$ cat src/rtl/relay_channel_pairing_table_top_defines.svh
// assertion macros for the relay channel pairing table
// used by relay_channel_pairing_table_top, no other dependencies
`ifndef RELAY_CHANNEL_PAIRING_TABLE_TOP_DEFINES_SVH
`define RELAY_CHANNEL_PAIRING_TABLE_TOP_DEFINES_SVH

// same-cycle implication, disabled during reset
`define RCPT_ASSERT_IMP(lbl, clk, rstn, ante, cons, msg) \
    lbl: assert property (@(posedge clk) disable iff (!rstn) (ante) |-> (cons)) \
        else $error(msg);

// next-cycle implication, disabled during reset
`define RCPT_ASSERT_NXT(lbl, clk, rstn, ante, cons, msg) \
    lbl: assert property (@(posedge clk) disable iff (!rstn) (ante) |=> (cons)) \
        else $error(msg);

`endif

$ cat src/rtl/rcpt_pkg.sv
// types and codes shared by the relay channel pairing table
// no dependencies
`default_nettype none

package rcpt_pkg;

    typedef enum logic [2:0] {
        OP_ALLOC = 3'd0,
        OP_FREE  = 3'd1,
        OP_BIND  = 3'd2,
        OP_FWD   = 3'd3,
        OP_SWEEP = 3'd4
    } t_op;

    typedef enum logic [2:0] {
        ST_OK       = 3'd0,
        ST_STOPPED  = 3'd1,
        ST_FULL     = 3'd2,
        ST_TOKEN    = 3'd3,
        ST_NOTFOUND = 3'd4,
        ST_REFUSED  = 3'd5,
        ST_DROPPED  = 3'd6
    } t_status;

    typedef enum logic [1:0] {
        REG_ENABLE    = 2'd0,
        REG_MAX_ALLOC = 2'd1,
        REG_IDLE_TO   = 2'd2,
        REG_BIND_TO   = 2'd3
    } t_reg_idx;

    typedef enum logic [1:0] {
        S_CLEAR,
        S_IDLE,
        S_SINGLE,
        S_SCAN
    } t_state;

    // table depth, channel 0 is never issued
    localparam int CHANNEL_COUNT = 1024;

    localparam int EP_W = 48;
    localparam int TOK_W = 64;
    localparam int TIME_W = 32;
    localparam int CHF_W = 10;

    typedef struct packed {
        logic [2:0]        op;
        logic [CHF_W-1:0]  channel;
        logic [TOK_W-1:0]  token;
        logic [EP_W-1:0]   endpoint;
        logic [TIME_W-1:0] now;
    } t_in_item;

    typedef struct packed {
        logic [2:0]        status;
        logic [CHF_W-1:0]  result_channel;
        logic [TOK_W-1:0]  result_token;
        logic [EP_W-1:0]   dest_endpoint;
        logic [CHF_W-1:0]  released_count;
    } t_out_item;

    typedef struct packed {
        logic              valid;
        logic [1:0]        side;
        logic [TOK_W-1:0]  token;
        logic [EP_W-1:0]   ep_a;
        logic [EP_W-1:0]   ep_b;
        logic [TIME_W-1:0] created;
        logic [TIME_W-1:0] last;
    } t_entry;

    typedef struct packed {
        logic            tok_hit;
        logic            expired;
        logic            fwd_ok;
        logic [EP_W-1:0] fwd_dest;
        logic            bind_ok;
    } t_eval;

endpackage

`default_nettype wire

$ cat src/rtl/rcpt_entry_eval.sv
// shared per-entry unit: token compare, side match, age compare
// depends on rcpt_pkg
`default_nettype none

module rcpt_entry_eval (
    input  rcpt_pkg::t_entry                i_entry,
    input  logic [rcpt_pkg::TOK_W-1:0]      i_token,
    input  logic [rcpt_pkg::EP_W-1:0]       i_endpoint,
    input  logic [rcpt_pkg::TIME_W-1:0]     i_now,
    input  logic [rcpt_pkg::TIME_W-1:0]     i_idle_to,
    input  logic [rcpt_pkg::TIME_W-1:0]     i_bind_to,
    output rcpt_pkg::t_eval                 o_eval,
    output rcpt_pkg::t_entry                o_bound
);

    logic                          match_a;
    logic                          match_b;
    logic                          full;
    logic [rcpt_pkg::TIME_W-1:0]   ref_time;
    logic [rcpt_pkg::TIME_W-1:0]   limit;
    logic [rcpt_pkg::TIME_W-1:0]   age;

    assign match_a  = i_entry.side[0] && (i_entry.ep_a == i_endpoint);
    assign match_b  = i_entry.side[1] && (i_entry.ep_b == i_endpoint);
    assign full     = (i_entry.side == 2'b11);
    // one subtract and compare serves both timeouts
    assign ref_time = full ? i_entry.last : i_entry.created;
    assign limit    = full ? i_idle_to : i_bind_to;
    assign age      = i_now - ref_time;

    always_comb begin
        o_eval.tok_hit  = i_entry.valid && (i_entry.token == i_token);
        o_eval.expired  = i_entry.valid && (age > limit);
        o_eval.fwd_ok   = i_entry.valid &&
                          ((match_a && i_entry.side[1]) || (!match_a && match_b && i_entry.side[0]));
        o_eval.fwd_dest = match_a ? i_entry.ep_b : i_entry.ep_a;
        o_eval.bind_ok  = match_a || match_b || !full;

        o_bound      = i_entry;
        o_bound.last = i_now;
        if (!match_a && !match_b) begin
            if (!i_entry.side[0]) begin
                o_bound.ep_a    = i_endpoint;
                o_bound.side[0] = 1'b1;
            end else if (!i_entry.side[1]) begin
                o_bound.ep_b    = i_endpoint;
                o_bound.side[1] = 1'b1;
            end
        end
    end

endmodule

`default_nettype wire

$ cat config.mk
export PLATFORM = sky130hd
export DESIGN_NAME = rcpt_entry_eval
export DESIGN_NICKNAME = d
export VERILOG_FILES = /design/src/rtl/relay_channel_pairing_table_top_defines.svh /design/src/rtl/rcpt_pkg.sv /design/src/rtl/rcpt_entry_eval.sv
export SDC_FILE = /design/constraint.sdc
export NUM_CORES = 1
export LEC_CHECK = 0
export BUFFER_PORTS_ARGS = -buffer_cell sky130_fd_sc_hd__buf_2
export CAP_MARGIN = 10
export CORE_AREA = 2 2 279 281
export DETAILED_ROUTE_END_ITERATION = 10
export DIE_AREA = 0 0 281 283
export MAX_ROUTING_LAYER = met4
export SLEW_MARGIN = 5
export SYNTH_ARGS = -nofsm -noshare
export SYNTH_HDL_FRONTEND = slang
export SYNTH_SLANG_ARGS = --single-unit
$ cat constraint.sdc
create_clock -name vclk -period 9.8
set_input_delay 0.49 -clock vclk [all_inputs]
set_output_delay 0.49 -clock vclk [all_outputs]
set_load 0.02 [all_outputs]
==> summary.log <==
INFO  clock_tree     post_cts.repair.setup_buffers=0
INFO  routing        first_iter_violations=571
INFO  sta            slew_hr=0.307
INFO  pwr            power_switching_share=0.615
INFO  clock_tree     hold_buffers=0
INFO  critical_path  critPathBufInv=3
INFO  synthesis      netlist_area=7890µm²
INFO  critical_path  slowest_delay=0.62ns
INFO  sta            setup_viol=0
INFO  critical_path  critPathArrivalTime=5.85ns
INFO  die            initial_utilization=0.103
INFO  worst_hold_path hp-class=in2out
INFO  global_route   via_count_of_the_first_global_routing_pass=9726
INFO  sta            rsz0062_at_grt=no
INFO  sta            timing_hold_violations_final=0
INFO  routing        finalWirelength=67400µm
INFO  global_route   maximum_number_of_pins_on_one_net_before_global_route_repair=51
INFO  pwr            cellLeakagePower=5.98nW
INFO  sta            max_slew.worst_pin.slew=1.03ns
INFO  sta            final.period_utilization=0.646
INFO  die            core_area=76700µm²
INFO  worst_hold_path worst_hold_path_ep=o_bound[185]
INFO  routing        firstDrtPassIters=5
INFO  run            drv_cap=0
INFO  synthesis      netlist.area_leader.share=0.156
INFO  synthesis      netlist_instances=960
INFO  pwr            total_power=0.807mW
INFO  synthesis      synth_top_cell_by_area=mux2_2
INFO  critical_path  critical-path-top-delay-family=compound AO/OA/AOI/OAI gates
INFO  synthesis      yosys_warnings=0
INFO  routing        antenna_violating_nets_post_route=0
INFO  clock_tree     cts_resized=0
INFO  critical_path  crit_path_cell_trace=buf_2 -> nand2_4 -> mux2_2 -> inv_1 -> ha_1 -> nand2b_1 -> a21oi_1 -> or4_1 -> a31oi_1 -> nor2_1 -> o31ai_1 -> o211ai_1 -> xor2_1 -> ha_1 -> a21o_1 -> a21o_1 -> a221oi_1 -> o21ai_0 -> a21oi_1 -> o21ai_0 -> o311a_1 -> buf_2
INFO  global_route   globalRouteTotalUtil=0.163
INFO  pwr            net-switching-power=0.496mW
INFO  critical_path  timing_worst_setup_path_type=in2out
INFO  sta            number_of_slew_limit_violations_in_the_final_report=0
INFO  placement      post-dp-hpwl=61700µm
INFO  synthesis      post_synthesis_net_count=1459
INFO  synthesis      syn-mean-instance-area=8.22µm²
INFO  pwr            power_frac_seq=0
INFO  final_layout   sequential_cell_total=0
INFO  routing        vias=10100
INFO  routing        drcViolationCount=0
INFO  sta            fin_setup_tns=0ns
INFO  global_route   grt_first_pass_wirelength=85500µm
INFO  sta            post-route-min-period=6.34ns
INFO  critical_path  crit_slowest_cell=o31ai_1
INFO  placement      gp_congestion=0.999
INFO  run_status     status=finished clean
INFO  final_layout   design.final.nets=2019
INFO  synthesis      synth.lib_cells_used.distinct=58
INFO  die            floorplan.rows=102
INFO  die            die_height=283µm
INFO  final_layout   nClkBuffers=0
INFO  final_layout   areaGrowthSynthToFinish=48.7%
INFO  final_layout   post_route_cells_drive_above_1_share=0.578
INFO  pwr            power_density=68.7nW/µm²
INFO  global_route   grt.overflow.total=0
INFO  final_layout   layout.cells.most_common=buf_2
INFO  pwr            comb_power_share=1.000
INFO  final_layout   layout.area.seq=0µm²
INFO  synthesis      synth-seq-area-share=0
INFO  pwr            power.share.clock=0
INFO  worst_hold_path min-delay-start=i_entry[185]
INFO  pwr            power_report.internal_total=0.311mW
INFO  critical_path  worstSetupStartpointType=primary input
INFO  die            fp.dieArea=79500µm²
INFO  critical_path  crit_required=9.31ns
INFO  final_layout   most_frequent_cells_in_the_layout=714 x buf_2, 109 x mux2_2, 96 x xor2_1, 64 x xnor2_1
INFO  pwr            ir_worst_vdd=0.0336mV
INFO  final_layout   layout.filler_cells=8873
INFO  synthesis      yosys-top-cells-area=mux2_2 16%, buf_4 12%, xor2_1 11%, ha_1 10%, mux2i_1 8.0%
INFO  routing        per_cell_via_count_in_the_routed_design=3.90
INFO  critical_path  worst-path-max-fanout=44
INFO  routing        routedWlPerCell=26.1µm
INFO  final_layout   multi_input_comb_area=6600µm²
INFO  die            ioPinCount=714
INFO  worst_hold_path hold_path_depth=2
INFO  placement      number_of_port_buffers=714
INFO  sta            fmax=0.158GHz
INFO  die            die_width=281µm
INFO  global_route   antenna_found_initial=27
INFO  critical_path  worst_setup_path_end_kind=output pin
[final cells by class]
| cell class | count | share of cell area |
|---|---|---|
| Multi-Input combinational cell | 751 | 0.562 |
| Antenna cell | 22 | 0.00469 |
| Inverter | 49 | 0.0157 |
| Tap cell | 1040 | 0.111 |
| Timing Repair Buffer | 718 | 0.307 |
[worst max path at each step]
stage                            start    endpoint  slack [ns]  cells after the start
after floorplan           i_entry[224]  o_eval[50]        4.35                     20
after global placement    i_entry[224]  o_eval[50]        3.47                     22
after detailed placement  i_entry[224]  o_eval[50]        3.45                     22
after CTS                 i_entry[224]  o_eval[50]        3.44                     22
after global routing      i_entry[224]  o_eval[50]        3.07                     21
final                     i_entry[224]  o_eval[50]        3.46                     22
[synth_stat cells (all sizes together), types with 3 or more instances]
master / n
ha: 63
nor4: 32
o21ai: 24
nor3: 7
a31oi: 6
nand2b: 8
and3: 6
a22oi: 3
o22ai: 8
a21o: 19
inv: 49
a21oi: 37
nand2: 33
nor2b: 6
or2: 3
nand4: 30
xnor2: 64
buf: 141
nand3: 8
mux2i: 63
o31ai: 5
clkbuf: 19
xor2: 96
or4: 5
o2bb2ai: 8
mux2: 146
a221oi: 11
nor2: 19
o211ai: 4
o22a: 3
o21a: 3
or3: 4
[layer usage]
metal | up-vias | wire length, µm | track usage
met4 | 0 | 3010 | 0.0557
met5 | - | 0 | -
li1 | 4537 | - | -
met1 | 4761 | 26200 | 0.175
met2 | 686 | 32200 | 0.282
met3 | 85 | 6070 | 0.0487
[metrics by stage]
| stage | setup slack (ns) | cell area, µm² | util | std cells | hold WS [ns] |
|---|---|---|---|---|---|
| global placement | 3.47 | 11700 | 0.152 | 2558 | 1.22 |
| CTS | 3.44 | 11700 | 0.152 | 2558 | 1.22 |
| finish | 3.46 | 11700 | 0.153 | 2580 | 1.22 |
| floorplan | 4.35 | 7890 | - | 960 | 1.09 |
| global route | 3.07 | 11700 | 0.153 | 2579 | 1.23 |
| detailed placement | 3.45 | 11700 | 0.152 | 2558 | 1.22 |
[power by group through the flow]
stage	Combinational, mW	Clock, mW	Sequential (mW)
3_5_place_dp	0.805	0	0
2_1_floorplan	0.468	0	0
3_3_place_gp	0.807	0	0
5_1_grt	0.861	0.000000290	0
4_1_cts	0.811	0	0
6_report	0.807	0.000000305	0
[kinds of logic after synthesis]
| kind of cell | synth area share |
|---|---|
| buf+inv | 0.167 |
| xor+xnor | 0.178 |
| mux | 0.306 |
| compound gates | 0.125 |
| fa+ha+maj | 0.102 |
| simple gates | 0.122 |
(Power assumes the default switching activity.)
